**config.mk**
```make
export PLATFORM = sky130hd
export DESIGN_NAME = nab_queue
export DESIGN_NICKNAME = d
export VERILOG_FILES = /design/src/rtl/nab_pkg.sv /design/src/rtl/nab_queue.sv
export SDC_FILE = /design/constraint.sdc
export NUM_CORES = 1
export LEC_CHECK = 0
export ABC_AREA = 1
export BUFFER_PORTS_ARGS = -buffer_cell sky130_fd_sc_hd__buf_4
export CAP_MARGIN = 30
export CORE_UTILIZATION = 40
export DETAILED_ROUTE_END_ITERATION = 16
export SETUP_SLACK_MARGIN = 0.1
export SLEW_MARGIN = 20
export SYNTH_ARGS = -nofsm -noshare
export SYNTH_HDL_FRONTEND = slang
export SYNTH_SLANG_ARGS = --single-unit
```
**constraint.sdc**
```tcl
create_clock -name clk -period 3.15 [get_ports clk]
set_clock_uncertainty 0.1 [all_clocks]
set_input_delay 0.1575 -clock clk [delete_from_list [all_inputs] [get_ports clk]]
set_output_delay 0.1575 -clock clk [all_outputs]
set_load 0.005 [all_outputs]
```
**src/rtl/nab_pkg.sv**
```systemverilog
// Shared types and constants for the neighbour average blur.
package nab_pkg;

	localparam int COL_W       = 11;
	localparam int ROW_W       = 12;
	localparam int CFG_W       = 12;
	localparam int CHAN_W      = 8;
	localparam int QUEUE_DEPTH = 4;
	localparam int MAX_WIDTH   = 2048;

	localparam logic [CFG_W-1:0] WIDTH_RESET  = 12'd640;
	localparam logic [CFG_W-1:0] HEIGHT_RESET = 12'd480;

	typedef enum logic [0:0] {
		REG_FRAME_WIDTH  = 1'b0,
		REG_FRAME_HEIGHT = 1'b1
	} cfg_reg_t;

	typedef struct packed {
		logic [CHAN_W-1:0] red;
		logic [CHAN_W-1:0] green;
		logic [CHAN_W-1:0] blue;
	} pix_t;

	// One classified pixel on its way from the front to the back.
	typedef struct packed {
		pix_t             pix;
		logic [COL_W-1:0] col;
		logic [ROW_W-1:0] row;
		logic             border;
		logic             blur;
		logic             frame_last;
		logic             in_range;
	} item_t;

	typedef struct packed {
		logic [COL_W-1:0] x;
		logic [ROW_W-1:0] y;
		pix_t             pix;
		logic             run_end;
		logic             frame_end;
	} result_t;

endpackage

```
**src/rtl/nab_queue.sv**
```systemverilog
// Small flop FIFO of classified pixels between the front and the back.
module nab_queue (
	input  logic           clk,
	input  logic           arst_n,
	input  logic           push,
	input  nab_pkg::item_t push_item,
	output logic           full,
	output logic           pop_valid,
	input  logic           pop,
	output nab_pkg::item_t pop_item
);
	import nab_pkg::*;

	localparam int PTR_W = $clog2(QUEUE_DEPTH);

	item_t              entry_q [QUEUE_DEPTH];
	logic [PTR_W-1:0]   wr_ptr_q;
	logic [PTR_W-1:0]   rd_ptr_q;
	logic [PTR_W:0]     count_q;

	assign full      = count_q == (PTR_W+1)'(QUEUE_DEPTH);
	assign pop_valid = count_q != '0;
	assign pop_item  = entry_q[rd_ptr_q];

	always_ff @(posedge clk) begin
		if (push) begin
			entry_q[wr_ptr_q] <= push_item;
		end
	end

	always_ff @(posedge clk or negedge arst_n) begin
		if (!arst_n) begin
			wr_ptr_q <= '0;
			rd_ptr_q <= '0;
			count_q  <= '0;
		end else begin
			if (push) begin
				wr_ptr_q <= wr_ptr_q + 1'b1;
			end
			if (pop) begin
				rd_ptr_q <= rd_ptr_q + 1'b1;
			end
			if (push && !pop) begin
				count_q <= count_q + 1'b1;
			end else if (pop && !push) begin
				count_q <= count_q - 1'b1;
			end
		end
	end

endmodule

```
==> results of run 1 <==
area by class of cell:
class	count	area, um^2
fillers	1765	10270
flip-flops and latches	211	6306
multi-input cells	284	1555
repair buffers	171	1484
clock buffers	28	594.3
inverters	114	427.9
well taps	275	344.1
clock inverters	10	40.04
diodes	1	2.502
sequential cells by signal, indices dropped and copies added (netlist names):
signal	cells
count_q	3
wr_ptr_q	2
entry_q	204
rd_ptr_q	2
synthesized netlist by cell type, types with 2 or more instances:
library cell / number / share of area, %
buf_2: 15 / 0.88
buf_4: 2 / 0.18
buf_6: 15 / 2.0
clkbuf_1: 2 / 0.088
dfrtp_1: 7 / 2.0
edfxtp_1: 204 / 72
ha_1: 5 / 0.73
inv_1: 113 / 5.0
nand2_1: 167 / 7.3
o211ai_1: 98 / 8.6
o211ai_2: 4 / 0.58
xor2_1: 3 / 0.31
layout by cell type, fill, tap and decap left out:
cell           count
edfxtp_1         204
nand2_1          167
buf_4            111
inv_1            109
o211ai_1          98
dlygate4sd3_1     55
clkbuf_16         23
clkinv_1           8
inv_2              5
ha_1               5
clkbuf_1           5
dfrtp_1            5
buf_12             5
o211ai_2           4
xor2_1             3
clkinv_2           2
diode_2            1
nor2_1             1
nor3_1             1
xnor2_1            1
o21ai_1            1
nand3_1            1
nand4_1            1
fa_1               1
dfrtp_4            1
dfrtp_2            1
repair_timing:
item                                   4_1_cts  5_1_grt
hold buffers                                55        0
gates resized for setup                      0        0
setup buffers                                0        0
endpoints found under the hold margin      215        0
kinds of logic (layout without fill, tap and decap cells):
| group | count (synthesis) | after routing |
|---|---|---|
| DFF | 211 | 211 |
| other | 0 | 1 |
| and+or+nand+nor | 171 | 171 |
| xor gates and xnor gates | 4 | 4 |
| adders and majority gates | 6 | 6 |
| buffers and inverters | 149 | 323 |
| AOI/OAI and AO/OA | 103 | 103 |
path summary, 6_finish.rpt:
kind,endpoint,slack (ps)
max,pop_item[34],550
min,entry_q[1][37],310
max reg2reg,entry_q[1][9],1190
min reg2reg,count_q[2],410
max in group asynchronous,rd_ptr_q[0],2060
min in group asynchronous,count_q[0],560
metrics by stage:
step / hold slack [ps] / util (%)
2_1_floorplan: -238.1 / -
3_3_place_gp: -116.5 / 45.51
3_5_place_dp: -115.2 / 45.51
4_1_cts: 285.4 / 51.15
5_1_grt: 297.7 / 51.15
6_report: 307.3 / 51.16
metal layers:
layer  routed length (um)  part of all wire [%]  vias to the layer above
met2                 8261                    49                      102
met5                    0                     0                        -
met4                  195                   1.1                        0
met1                 7589                    45                     2495
met3                  921                   5.4                       20
li1                     -                     -                     2541
power groups by stage:
stage / sequential [mW] / clock (mW) / combinational (mW)
after detailed placement: 4.00 / 0 / 3.15
after floorplan: 3.86 / 0 / 2.00
after global placement: 3.96 / 0 / 3.09
final: 3.94 / 2.27 / 3.13
after CTS: 3.95 / 2.33 / 3.22
after global routing: 4.00 / 2.45 / 3.51
==> results.txt, run 1 <==
Crit path max-delay family: flip-flops
crit path max fanout: 64
number of H-tree levels: 1
die height: 148.3 um
Fin. Hold Viols: 0
ANT nets after route: 0
met3 usage: 3.650%
Crit. Startpoint: rd_ptr_q[0]
Worst EP arrival: 2340 ps
core area: 21020 um^2
most used routing layer: met2
largest family of logic cells by synthesized area: compound AO/OA/AOI/OAI gates
final net count: 865
WL final: 16970 um
worst min path class: in2reg
CP cell instances: buf_4 > nand2_1 > o211ai_1 > nand2_1 > buf_4
Worst R2R Start: wr_ptr_q[1]
Compound-Gate Fraction of Synth Area: 9.232%
CTS tree: yes
die width: 148.3 um
# IOs: 108
Sw Share: 31.95%
predominant post-synthesis flop cell: edfxtp_1
number of flops mapped to enable cells by yosys: 204
worst-margin pin slew: 684.3 ps
Iteration-0 DRC Markers: 269
CTS root buf: clkbuf_16
DR WL/cell: 15.51 um
period utilization: 82.52%
RSZ-0062 raised after global routing: no
slowest cell delay on critical path: 820 ps
routed vias/inst: 4.715
startpoint types: register
clock-pin slew on the worst setup and hold paths: 60 ps
placed cell area: 9567 um^2
Detailed Routing Iterations Pass 1: 4
placed cell count: 1000
Pwr Density: 868.9 nW/um^2
synthesized area: 8566 um^2
Cell Rows: 53
Final Wtd Congestion: 0.6882
simple-gate area share of the yosys netlist: 7.552%
clock sinks: 211
final setup vio count: 0
Post-Synth Adder-Cell Area: 0.9641%
min-delay src: push_item[37]
Total GRT Usage: 15.68%
Post-DP HPWL: 9902 um
Crit. End Element: output port
run status: finished, final reports clean
number of cells on the critical path: 5
via count: 5158
TritonCTS Buffers: 22
non-filler cells, final: 1094
Fmax: 0.3847 GHz
share of cells above drive strength 1: 18.58%
Reg power frac: 42.2%
Max VDD drop: 0.0003881 V
Buf/Inv on CP: 2
CTS max path bufs: 3
post-synthesis area per instance: 13.30 um^2
Pint: 6.359 mW
largest net degree at the start of global routing: 94
met2 Track Usage GR: 27.00%
Max stage delay cell, worst path: dfrtp_4
Critical Path RT: 2890 ps
clock power share: 24.3%
Psw: 2.985 mW
relative slew slack: 54.38%
vias in the first global route: 5175
initial core utilization: 40.75%
port bufs: 107
DRC Markers: 0
Period minus WS final: 2599 ps
Clock Latency Late Sink: 490 ps
Max-Cap Viols: 0
Logic pwr share: 33.5%
initial antenna violation count: 0
global-route wire length before repair: 26700 um
Fin Setup TNS: 0 ps
Crit Path Category: reg2out
Finished Cell Area: 10750 um^2
total power: 9.344 mW
post-synthesis xor/xnor area fraction: 0.4090%
R2R cell count: 5
sequential element share of the synthesized area: 73.56%
Area growth syn-to-layout: 25.55%
PnR worst setup slack: 550.7 ps
M1 GR Usage: 20.18%
die area: 22000 um^2
hold path depth: 2
post-synthesis mux area share: 0%
Syn Inst Count: 644
Place WS: 1078 ps
Synth async-reset ratio: 3.318%
distinct cell type count after synthesis: 21
leakage: 4.318 nW
#FFs+latches synth: 211
Ys Warns: 0
Slew Limit Fails: 0
syn_nets: 705
total grt overflow: 0
No activity file was read; power rests on OpenSTA's default activity.
==> run 2, diff against run 1 <==
clock period = 2.6 ns   (was 3.15 ns; I/O delays follow)
==> run 2 against run 1 <==
Flip-flop and latch count is the same. Sequential power rose by 20%. Combinational power increased by 25%. Sequential share of layout area decreased by 1.0 points. Utilization increased by 0.92 points. Register-to-register slack worse by 360 ps. Wire length grew 0.27%.
==> results.txt, run 2 (synthesis gave the netlist of run 1 again) <==
die area: 22000 um^2 (unchanged)
number of H-tree levels: 1 (unchanged)
CTS max path bufs: 3 (unchanged)
run status: finished, final reports clean
largest net degree at the start of global routing: 73 (-22%)
final setup vio count: 0 (unchanged)
CTS root buf: clkbuf_16
Fin Setup TNS: 0 ps (unchanged)
most common cell after layout, fill and taps aside: edfxtp_1
Max-Cap Viols: 0 (unchanged)
total grt overflow: 0 (unchanged)
routed vias/inst: 4.740 (+0.54%)
Finished Cell Area: 10950 um^2 (+1.8%)
port bufs: 107 (unchanged)
max FFs per register: 204 (unchanged)
initial core utilization: 40.75% (unchanged)
ANT nets after route: 0 (unchanged)
Logic pwr share: 32.6% (-0.9 points)
Post-DP HPWL: 10130 um (+2.3%)
Fmax: 0.4293 GHz
Area growth syn-to-layout: 27.81%
Crit Path Category: reg2out
Iteration-0 DRC Markers: 281 (+4.5%)
leakage: 4.417 nW (+2.3%)
Period minus WS final: 2329 ps
core area: 21020 um^2 (unchanged)
vias in the first global route: 5290 (+2.2%)
via count: 5219 (+1.2%)
storage element area: 6306 um^2 (unchanged)
multi-input combinational cell area: 1555 um^2 (unchanged)
worst min path class: in2reg
Critical Path RT: 2370 ps (-520 ps)
Total GRT Usage: 15.78% (+0.097 points)
Final Wtd Congestion: 0.6978 (+1.4%)
FILL cells: 1745 (-1.1%)
Cell Rows: 53 (unchanged)
Clock Latency Late Sink: 510 ps (+20 ps)
DRC Markers: 0 (unchanged)
DR WL/cell: 15.45 um (-0.37%)
period utilization: 89.59%
most frequent cells in the layout: edfxtp_1 (204), nand2_1 (167), buf_4 (114)
# IOs: 108 (unchanged)
relative slew slack: 53.52% (-0.86 points)
Detailed Routing Iterations Pass 1: 4 (unchanged)
Psw: 3.767 mW (+26%)
RSZ-0062 raised after global routing: no
Fin. Hold Viols: 0 (unchanged)
Slew Limit Fails: 0 (unchanged)
initial antenna violation count: 0 (unchanged)
Worst EP arrival: 2100 ps (-240 ps)
Biggest register: entry_q
placed cell area: 9609 um^2 (+0.44%)
ant diodes: 0 (-1)
clock-pin slew on the worst setup and hold paths: 60 ps (about the same)
WL final: 17010 um (+0.27%)
worst-margin pin slew: 697.2 ps (+12.93 ps)
Resized cells post-CTS: 0 (unchanged)
clock power share: 27.8% (+3.5 points)
Reg power frac: 39.6% (-2.6 points)
Pint: 8.197 mW (+29%)
Pwr Density: 1093 nW/um^2 (+26%)
clock sinks: 211 (unchanged)
TritonCTS Buffers: 23 (+4.5%)
CTS tree: yes
crit path max fanout: 45 (-30%)
global-route wire length before repair: 27050 um (+1.3%)
startpoint types: register
final net count: 870 (+0.58%)
hold path depth: 2 (unchanged)
Max VDD drop: 0.0005386 V (+39%)
R2R cell count: 5 (unchanged)
die width: 148.3 um (unchanged)
share of cells above drive strength 1: 20.46% (+1.9 points)
Largest regs: entry_q x204, count_q x3
Crit. End Element: output port
die height: 148.3 um (unchanged)
Sw Share: 31.48% (-0.47 points)
[run 2: changes by cell type in the layout (fill, tap and decap cells not counted), sizes merged]
cell,previous run,this run
bufinv,0,3
clkinvlp,0,2
diode,1,0
inv,114,115
clkinv,10,5
clkbuf,28,31
buf,116,120
[run 2: worst max-delay path, cell delays in order (launching register included)]
cell      delay [ps]
dfrtp_4          750
buf_4            420
nand2_1          110
o211ai_1         100
nand2_1           80
buf_4            140
[run 2: per-stage QoR]
step | util (%) | hold slack, ps | cells | setup WS, ps | total power [mW]
after floorplan | - | -265.6 | 644 | 430.7 | 7.093
final | 52.08 | 261.0 | 1101 | 270.7 | 11.96
after CTS | 52.08 | 243.0 | 1101 | 270.3 | 12.15
after global placement | 45.71 | -154.4 | 1004 | 853.9 | 8.604
after global routing | 52.08 | 261.6 | 1101 | 102.9 | 12.66
after detailed placement | 45.71 | -147.2 | 1004 | 798.4 | 8.735
[run 2: final cells by class]
type                       count  share of cell area [%]
clock buffer                  31                   5.897
multi-input combinational    284                   14.21
sequential                   211                   57.60
inverter                     114                   3.909
clock inverter                11                   1.303
timing repair buffer         175                   13.94
tap                          275                   3.143
[run 2: path summary, 6_finish.rpt]
path,from,slack [ps],to
max,rd_ptr_q[0],270,pop_item[25]
min,push_item[40],260,entry_q[2][40]
min reg2reg,count_q[2],420,count_q[2]
max reg2reg,wr_ptr_q[0],830,entry_q[2][25]
max in group asynchronous,arst_n,1600,rd_ptr_q[0]
min in group asynchronous,arst_n,490,wr_ptr_q[0]
[run 2: what timing repair did]
action,in CTS,in global routing
hold endpoints to repair,216,0
buffers inserted,0,0
hold buffers,55,0
[run 2: power groups by stage]
stage               clock network [mW]  registers (mW)  logic (mW)
floorplan                            0            4.67        2.42
detailed placement                   0            4.81        3.93
CTS                               3.41            4.74        4.01
finish                            3.33            4.73        3.90
global route                      3.52            4.79        4.34
global placement                     0            4.77        3.83
[run 2: layer usage]
layer  global-route usage (%)  share of wire, %  wire, um  vias to the layer above
li1                         -                 -         -                     2554
met1                    19.52                44      7430                     2544
met2                    27.93                50      8533                      103
met3                    3.160               4.8       814                       18
met4                    4.485               1.4       235                        0
met5                        0                 0         0                        -
