===== config.mk =====
export PLATFORM = sky130hd
export DESIGN_NAME = nab_front
export DESIGN_NICKNAME = d
export VERILOG_FILES = /design/src/rtl/nab_pkg.sv /design/src/rtl/nab_front.sv
export SDC_FILE = /design/constraint.sdc
export NUM_CORES = 1
export LEC_CHECK = 0
export ABC_AREA = 1
export CAP_MARGIN = 20
export CORE_ASPECT_RATIO = 1.4
export CORE_MARGIN = 2
export CORE_UTILIZATION = 63
export CTS_CLUSTER_DIAMETER = 80
export DETAILED_ROUTE_END_ITERATION = 16
export DONT_BUFFER_PORTS = 1
export PLACE_DENSITY = 0.79
export RECOVER_POWER = 25
export SETUP_SLACK_MARGIN = 0.5
export SLEW_MARGIN = 10
export SYNTH_ARGS = -nofsm -noshare
export SYNTH_HDL_FRONTEND = slang
export SYNTH_SLANG_ARGS = --single-unit
export TNS_END_PERCENT = 100

===== constraint.sdc =====
create_clock -name clk -period 6.5 [get_ports clk]
set_input_delay 0.65 -clock clk [delete_from_list [all_inputs] [get_ports clk]]
set_output_delay 0.65 -clock clk [all_outputs]
set_load 0.01 [all_outputs]

===== src/rtl/nab_pkg.sv =====
// Shared types and constants for the neighbour average blur.
package nab_pkg;

	localparam int COL_W       = 11;
	localparam int ROW_W       = 12;
	localparam int CFG_W       = 12;
	localparam int CHAN_W      = 8;
	localparam int QUEUE_DEPTH = 4;
	localparam int MAX_WIDTH   = 2048;

	localparam logic [CFG_W-1:0] WIDTH_RESET  = 12'd640;
	localparam logic [CFG_W-1:0] HEIGHT_RESET = 12'd480;

	typedef enum logic [0:0] {
		REG_FRAME_WIDTH  = 1'b0,
		REG_FRAME_HEIGHT = 1'b1
	} cfg_reg_t;

	typedef struct packed {
		logic [CHAN_W-1:0] red;
		logic [CHAN_W-1:0] green;
		logic [CHAN_W-1:0] blue;
	} pix_t;

	// One classified pixel on its way from the front to the back.
	typedef struct packed {
		pix_t             pix;
		logic [COL_W-1:0] col;
		logic [ROW_W-1:0] row;
		logic             border;
		logic             blur;
		logic             frame_last;
		logic             in_range;
	} item_t;

	typedef struct packed {
		logic [COL_W-1:0] x;
		logic [ROW_W-1:0] y;
		pix_t             pix;
		logic             run_end;
		logic             frame_end;
	} result_t;

endpackage


===== src/rtl/nab_front.sv =====
// Front end: frame size registers, position counters and pixel classification.
module nab_front (
	input  logic                       clk,
	input  logic                       arst_n,
	input  logic                       cfg_write,
	input  nab_pkg::cfg_reg_t          cfg_index,
	input  logic [nab_pkg::CFG_W-1:0]  cfg_data,
	input  logic                       in_valid,
	output logic                       in_stall,
	input  logic [nab_pkg::CHAN_W-1:0] in_red,
	input  logic [nab_pkg::CHAN_W-1:0] in_green,
	input  logic [nab_pkg::CHAN_W-1:0] in_blue,
	input  logic                       q_full,
	output logic                       push,
	output nab_pkg::item_t             push_item
);
	import nab_pkg::*;

	logic [CFG_W-1:0] width_q;
	logic [CFG_W-1:0] height_q;
	logic [COL_W-1:0] col_q;
	logic [ROW_W-1:0] row_q;
	logic [CFG_W-1:0] last_col_idx;
	logic [ROW_W-1:0] last_row_idx;
	logic [CFG_W-1:0] col_ext;
	logic             last_col;
	logic             last_row;

	always_comb begin
		// zero size acts as one, oversize width is clamped to the line buffer
		if (width_q == '0) begin
			last_col_idx = '0;
		end else if (32'(width_q) > MAX_WIDTH) begin
			last_col_idx = CFG_W'(MAX_WIDTH - 1);
		end else begin
			last_col_idx = width_q - 1'b1;
		end
		if (height_q == '0) begin
			last_row_idx = '0;
		end else begin
			last_row_idx = ROW_W'(height_q - 1'b1);
		end
		col_ext  = CFG_W'(col_q);
		last_col = col_ext >= last_col_idx;
		last_row = row_q >= last_row_idx;

		push_item.pix.red   = in_red;
		push_item.pix.green = in_green;
		push_item.pix.blue  = in_blue;
		push_item.col        = col_q;
		push_item.row        = row_q;
		push_item.border     = (col_q == '0) || (row_q == '0) || last_col || last_row;
		push_item.blur       = (col_q >= COL_W'(2)) && (row_q >= ROW_W'(2)) &&
			(col_ext <= last_col_idx) && (row_q <= last_row_idx);
		push_item.frame_last = last_col && last_row;
		push_item.in_range   = 32'(col_q) < MAX_WIDTH;
	end

	assign in_stall = q_full;
	assign push     = in_valid && !q_full;

	always_ff @(posedge clk or negedge arst_n) begin
		if (!arst_n) begin
			width_q  <= WIDTH_RESET;
			height_q <= HEIGHT_RESET;
		end else if (cfg_write) begin
			unique case (cfg_index)
				REG_FRAME_WIDTH:  width_q  <= cfg_data;
				REG_FRAME_HEIGHT: height_q <= cfg_data;
			endcase
		end
	end

	always_ff @(posedge clk or negedge arst_n) begin
		if (!arst_n) begin
			col_q <= '0;
			row_q <= '0;
		end else if (push) begin
			if (last_col) begin
				col_q <= '0;
				row_q <= last_row ? '0 : row_q + 1'b1;
			end else begin
				col_q <= col_q + 1'b1;
			end
		end
	end

endmodule


==> impl_metrics.tcl, run 1 <==
set metrics [dict create \
    clock_latency_ns 0.31 \
    regToRegSetupSlack_ns 3.08 \
    antenna-diode-count 0 \
    gr-max-usage-layer "met2" \
    cp_max_fo 13 \
    antenna_found_initial 0 \
    synth_area_leaders "dfrtp_1, nand2_1, ha_1" \
    tightest_slew_ns 0.648 \
    die_area_um2 6640 \
    timing.rr.start "width_q[1]" \
    ios 95 \
    stdcell_area_um2 3730 \
    startpoint "height_q[0]" \
    netlist.area_leader.share_pct 27.2 \
    worstRegToRegCells 14 \
    slowest_delay_ns 0.43 \
    postLayoutSetupSlackWorst_ns 2.43 \
    fin_crit_sh_pct 62.7 \
    yosysUniqueCellTypes 39 \
    syn_area_um2 3780 \
    first_pass_iters 5 \
    grt_usage_pct 25.9 \
    use_met2_pct 47.8 \
    slew_viol_final 0 \
    initial_core_util_pct 64.9 \
    initialDrtViolationCount 196 \
    yosysWarnings 0 \
    grt.overflow.total 0 \
    synth-adder-area-share_pct 10.3 \
    synth_top_family_by_area "simple AND/OR/NAND/NOR gates" \
    leakage_nw 1.94 \
    setup_viol 0 \
    synthFlopType "dfrtp_1" \
    grt_use_met3_pct 4.44 \
    syn_avg_cell_area_um2 7.22 \
    nets 568 \
    cts_root_buf "clkbuf_8" \
    cpMostUsedCell "nand2_1" \
    cp.arrival_ns 3.42 \
    hold_path_class "primary input to asynchronous set/reset pin" \
    ys_ff_latch 47 \
    total_power_mw 1.03 \
    synthSimpleGateAreaFrac_pct 33.1 \
    fin_skew_ns 0.00648 \
    post-place-ws_ns 2.76 \
    power_density_nw_per_um2 275 \
    syn_nets 596 \
    grt_pass1_vias 3075 \
    crit_chain "inv_1 > ha_1 > nand2_1 > nor3_1 > nand2_1 > inv_1 > nand3_2 > inv_1 > or2_2 > ha_1 > nand2_1 > inv_1 > nand2_1 > nand2_1 > nand2_1 > nand4_1 > inv_1 > nand4_1" \
    required_ns 5.85 \
    worst_ir_drop_vdd_uv 196 \
    cts_setup_buffers 0 \
    drive_above_1_share_pct 8.67 \
    vias 3175 \
    period_minus_slack_ns 4.07 \
    fin_setup_tns_ns 0 \
    via_per_inst 5.61 \
    fmax_ghz 0.245 \
    cts_htree_levels 2 \
    slew_headroom_pct 56.7 \
    area_growth_pct -1.26 \
    portBuffers 0 \
    numCtsBuffers 5 \
    cpMaxStageDelayCell "nand4_1" \
    cts.sinks 47 \
    path_class "register to output port" \
    synthXorXnorAreaFrac_pct 4.64 \
    final_util_pct 64.1 \
    wl_mm 8.04 \
    worstSetupEndpoint "push_item[3]" \
    postCtsHoldBufs 0 \
    clk_path_buf_depth 2 \
    gp_congestion 0.963 \
    async_flop_share_pct 100 \
    synthCells 523 \
    cts_tree "built" \
    hold_viol_final 0 \
    synth_mux_area_share_pct 0 \
    mostFrequentLayoutCells "nand2_1, nor2_1, inv_1" \
    dieWidth_um 69.5 \
    synth-edff-count 0 \
    synth_compound_area_share_pct 7.98 \
    drc 0 \
    hpwl_mm 6.11 \
    clk_transition_reported_paths_ns 0.10 \
    grt_start_max_net_pins 48 \
    core_um2 5820 \
    use_met1_pct 29.4 \
    grt_first_pass_wirelength_mm 13.7 \
    worstReg2RegEnd "col_q[5]" \
    postRouteAntennaNets 0 \
    drv_cap 0 \
    rsz0062_at_grt "false" \
    cts_resized 0 \
    critical_path.endpoint_type "output port" \
    place_area_um2 3610 \
    critPathLaunchType "register" \
    outcome "finished, final reports clean" \
    yosysTopAreaCell "dfrtp_1" \
    die_h_um 95.6 \
    fp-row-count 33 \
    layout_commonest_cell "nand2_1" \
    wl_per_cell_um 14.2 \
    fillers 537 \
    synth_seq_area_share_pct 31.3 \
]
routing by layer:
layer / wire [µm] / share of wire [%]
met5: 0 / 0
met4: 175 / 2.2
met3: 341 / 4.2
met2: 4220 / 52
met1: 3310 / 41
synth_stat cells, types with 2 or more instances:
cell type,count
nand2_1,120
nor2_1,63
inv_1,58
dfrtp_1,41
nand3_1,34
ha_1,31
o21ai_0,31
buf_4,27
nor3_1,15
nand2_2,13
xor2_1,13
a21oi_1,12
nand4_1,10
xnor2_1,7
dfstp_2,6
or2_2,6
clkbuf_1,5
o31ai_1,4
a21o_1,2
buf_2,2
nand2_4,2
nand3_2,2
nor3_4,2
o21bai_1,2
worst min-delay path by stage:
stage / startpoint / slack, ns / cells past startpoint / end
floorplan: arst_n / 0.35 / 0 / col_q[0]
global placement: arst_n / 0.36 / 0 / row_q[0]
detailed placement: arst_n / 0.36 / 0 / row_q[6]
CTS: arst_n / 0.02 / 0 / height_q[1]
global route: arst_n / 0.006 / 0 / row_q[8]
finish: arst_n / 0.02 / 0 / row_q[8]
kinds of logic after synthesis:
family | count (synthesis)
other | 1
buffers and inverters | 95
AND/OR/NAND/NOR | 274
XOR/XNOR | 20
adder cells (fa/ha/maj) | 31
flip-flops | 47
AO/OA/AOI/OAI | 55
sequential cells by signal, summed over array words and instances, names as in the netlist:
signal	flops
col_q	11
row_q	12
width_q	12
height_q	12
power by group:
group	switching, mW	internal (mW)	leakage, nW
clock	0.110	0.117	0.0587
combinational	0.217	0.140	1.29
sequential	0.0983	0.346	0.594
total	0.425	0.602	1.94
per-stage QoR:
| stage | std cells | hold WS [ns] |
|---|---|---|
| 2_1_floorplan | 523 | 0.354 |
| 3_3_place_gp | 558 | 0.356 |
| 3_5_place_dp | 558 | 0.356 |
| 4_1_cts | 566 | 0.0150 |
| 5_1_grt | 566 | 0.00601 |
| 6_report | 566 | 0.0206 |
worst max-delay path, delay by kind of cell, from the launching register on:
kind | cells | cell delay, ns
and+or+nand+nor | 11 | 1.69
buffers and inverters | 5 | 0.60
adders and majority gates | 2 | 0.42
DFF | 1 | 0.41
area by class of cell:
class | count | area (µm²) | share of cell area, %
clock inverters | 3 | 47.5 | 1.27
clock buffers | 5 | 68.8 | 1.84
flip-flops and latches | 47 | 1180 | 31.7
inverters | 60 | 225 | 6.04
multi-input cells | 381 | 2120 | 56.8
well taps | 70 | 87.6 | 2.35
No activity file was read; power rests on OpenSTA's default activity.
==> run 2: changes to the inputs <==
--- a/config.mk
+++ b/config.mk
@@ -9,11 +9,11 @@
 export CAP_MARGIN = 20
 export CORE_ASPECT_RATIO = 1.4
 export CORE_MARGIN = 2
-export CORE_UTILIZATION = 63
+export CORE_UTILIZATION = 58
 export CTS_CLUSTER_DIAMETER = 80
 export DETAILED_ROUTE_END_ITERATION = 16
 export DONT_BUFFER_PORTS = 1
-export PLACE_DENSITY = 0.79
+export PLACE_DENSITY = 0.76
 export RECOVER_POWER = 25
 export SETUP_SLACK_MARGIN = 0.5
 export SLEW_MARGIN = 10
==> constraint.sdc (replaced) <==
create_clock -name clk -period 3.6 [get_ports clk]
set_input_delay 0.36 -clock clk [delete_from_list [all_inputs] [get_ports clk]]
set_output_delay 0.36 -clock clk [all_outputs]
set_load 0.01 [all_outputs]
==> impl_metrics.tcl, run 2 (synthesis gave the netlist of run 1 again) <==
set metrics [dict create \
    setup_viol 0 \
    swShare_pct 44.3 \
    antenna-diode-count 0 \
    grt.overflow.total 0 \
    hold_viol_final 0 \
    slew_headroom_pct 57.6 \
    hold_path_class "primary input to register" \
    core_um2 6250 \
    required_ns 3.24 \
    fin_skew_ns 0.0125 \
    min_from "cfg_data[7]" \
    fmax_ghz 0.305 \
    place_area_um2 3640 \
    holdPathStages 2 \
    stdcell_area_um2 4270 \
    period_minus_slack_ns 3.28 \
    vias 3387 \
    timing.rr.start "width_q[7]" \
    clk_path_buf_depth 2 \
    layout_commonest_cell "nand2_1" \
    regToRegSetupSlack_ns 0.68 \
    startpoint "height_q[3]" \
    fp-row-count 34 \
    grt_usage_pct 24.9 \
    tightest_slew_ns 0.633 \
    power_density_nw_per_um2 470 \
    drive_above_1_share_pct 22.8 \
    final_util_pct 68.3 \
    hpwl_mm 6.00 \
    top_regs "height_q (12), row_q (12), width_q (12)" \
    seqPwrFrac_pct 40.1 \
    wl_mm 9.28 \
    cts_htree_levels 2 \
    wl_per_cell_um 15.6 \
    slew_viol_final 0 \
    clk_transition_reported_paths_ns 0.09 \
    ios 95 \
    die_area_um2 7190 \
    multi_input_area_um2 2450 \
    fin_setup_tns_ns 0 \
    regArea_um2 1190 \
    gp_congestion 0.948 \
    cts_tree "built" \
    layoutNonFillerInstCount 595 \
    total_power_mw 2.01 \
    outcome "finished, final reports clean" \
    cp_max_fo 5 \
    p_int_mw 1.12 \
    mostFrequentLayoutCells "nand2_1, nor2_1, inv_1" \
    grt_start_max_net_pins 48 \
    clock_latency_ns 0.31 \
    cts_root_buf "clkbuf_8" \
    portBuffers 0 \
    die_h_um 99.5 \
    grt_first_pass_wirelength_mm 14.1 \
    hold_path_end "height_q[7]" \
    initial_core_util_pct 60.4 \
    leakage_nw 2.10 \
    first_pass_iters 5 \
    rsz0062_at_grt "true" \
    initialDrtViolationCount 162 \
    fillers 521 \
    switching_power_mw 0.888 \
    dieWidth_um 72.2 \
    fin_crit_sh_pct 91.1 \
    drc 0 \
    power_frac_clock_pct 16.3 \
    nets 595 \
    p_comb_share_pct 43.5 \
    worstReg2RegEnd "col_q[4]" \
    area_growth_pct 13.1 \
    cts.sinks 47 \
    worst_ir_drop_vdd_uv 304 \
    worstRegToRegCells 16 \
    numCtsBuffers 5 \
    critPathLaunchType "register" \
    dp.cells 563 \
    cp.arrival_ns 2.92 \
    path_class "register to output port" \
    grt_pass1_vias 3165 \
    antenna_found_initial 0 \
    postRouteAntennaNets 0 \
    drv_cap 0 \
    critical_path.endpoint_type "output port" \
    via_per_inst 5.69 \
]
## run 2: cell count changes in the layout (fill, tap and decap cells not counted), sizes merged
| cell | delta |
|---|---|
| bufinv | -1 |
| inv | -1 |
| nand3 | +1 |
| clkinvlp | +1 |
| clkbuf | +1 |
| dlygate4sd3 | +1 |
| buf | +25 |
## run 2: cell type report
cell class | count | area share (%)
clock buffer | 6 | 1.70
clock inverter | 2 | 0.293
inverter | 60 | 5.45
multi-input combinational | 382 | 57.4
sequential | 47 | 27.8
tap | 72 | 2.11
timing repair buffer | 26 | 5.27
## run 2: power by group through the flow
stage | clock network, mW | registers (mW) | logic, mW
after floorplan | 0 | 0.765 | 0.558
after global placement | 0 | 0.807 | 0.616
after detailed placement | 0 | 0.806 | 0.640
after CTS | 0.327 | 0.797 | 0.749
after global routing | 0.349 | 0.822 | 0.972
final | 0.327 | 0.806 | 0.874
## run 2: through the flow
step	worst slack (ns)	hold WS, ns
final	0.319	0.200
after global routing	0.212	0.204
after CTS	0.504	0.198
after detailed placement	0.392	0.0657
after global placement	0.534	0.0654
after floorplan	0.659	0.0644
## run 2: routing by layer
layer  vias up  share of wire, %  track usage, %
met2       114                53            45.2
met5         -                 0               0
li1       1653                 -               -
met4         0               3.0            11.2
met1      1596                39            28.1
met3        24               4.9            3.65
## run 2: worst max path at each step
stage and to:
3_5_place_dp col_q[3], 3_3_place_gp col_q[10], 2_1_floorplan push_item[1], 5_1_grt push_item[2]
6_report push_item[3], 4_1_cts push_item[1]
## run 2: worst max-delay path, stage by stage, from the launching register on
cell and delay (ns):
dfrtp_1 0.42, buf_6 0.14, nor2_4 0.12, nand2_4 0.07, nor3_4 0.21, nand2_2 0.11
inv_4 0.10, nand3_4 0.11, inv_4 0.10, or2_4 0.13, ha_4 0.20, inv_1 0.08
o21bai_1 0.07, nand2_1 0.09, nand2_2 0.06, nand2_2 0.07, nand4_1 0.20, inv_2 0.14
nand4_1 0.19
## run 2: what timing repair did
item,in CTS,in global routing
endpoints found under the hold margin,47,0
pin swaps,23,30
gates cloned,1,0
resized for setup,49,35
hold buffers,2,0
setup endpoints to repair,22,24
setup buffers,11,10
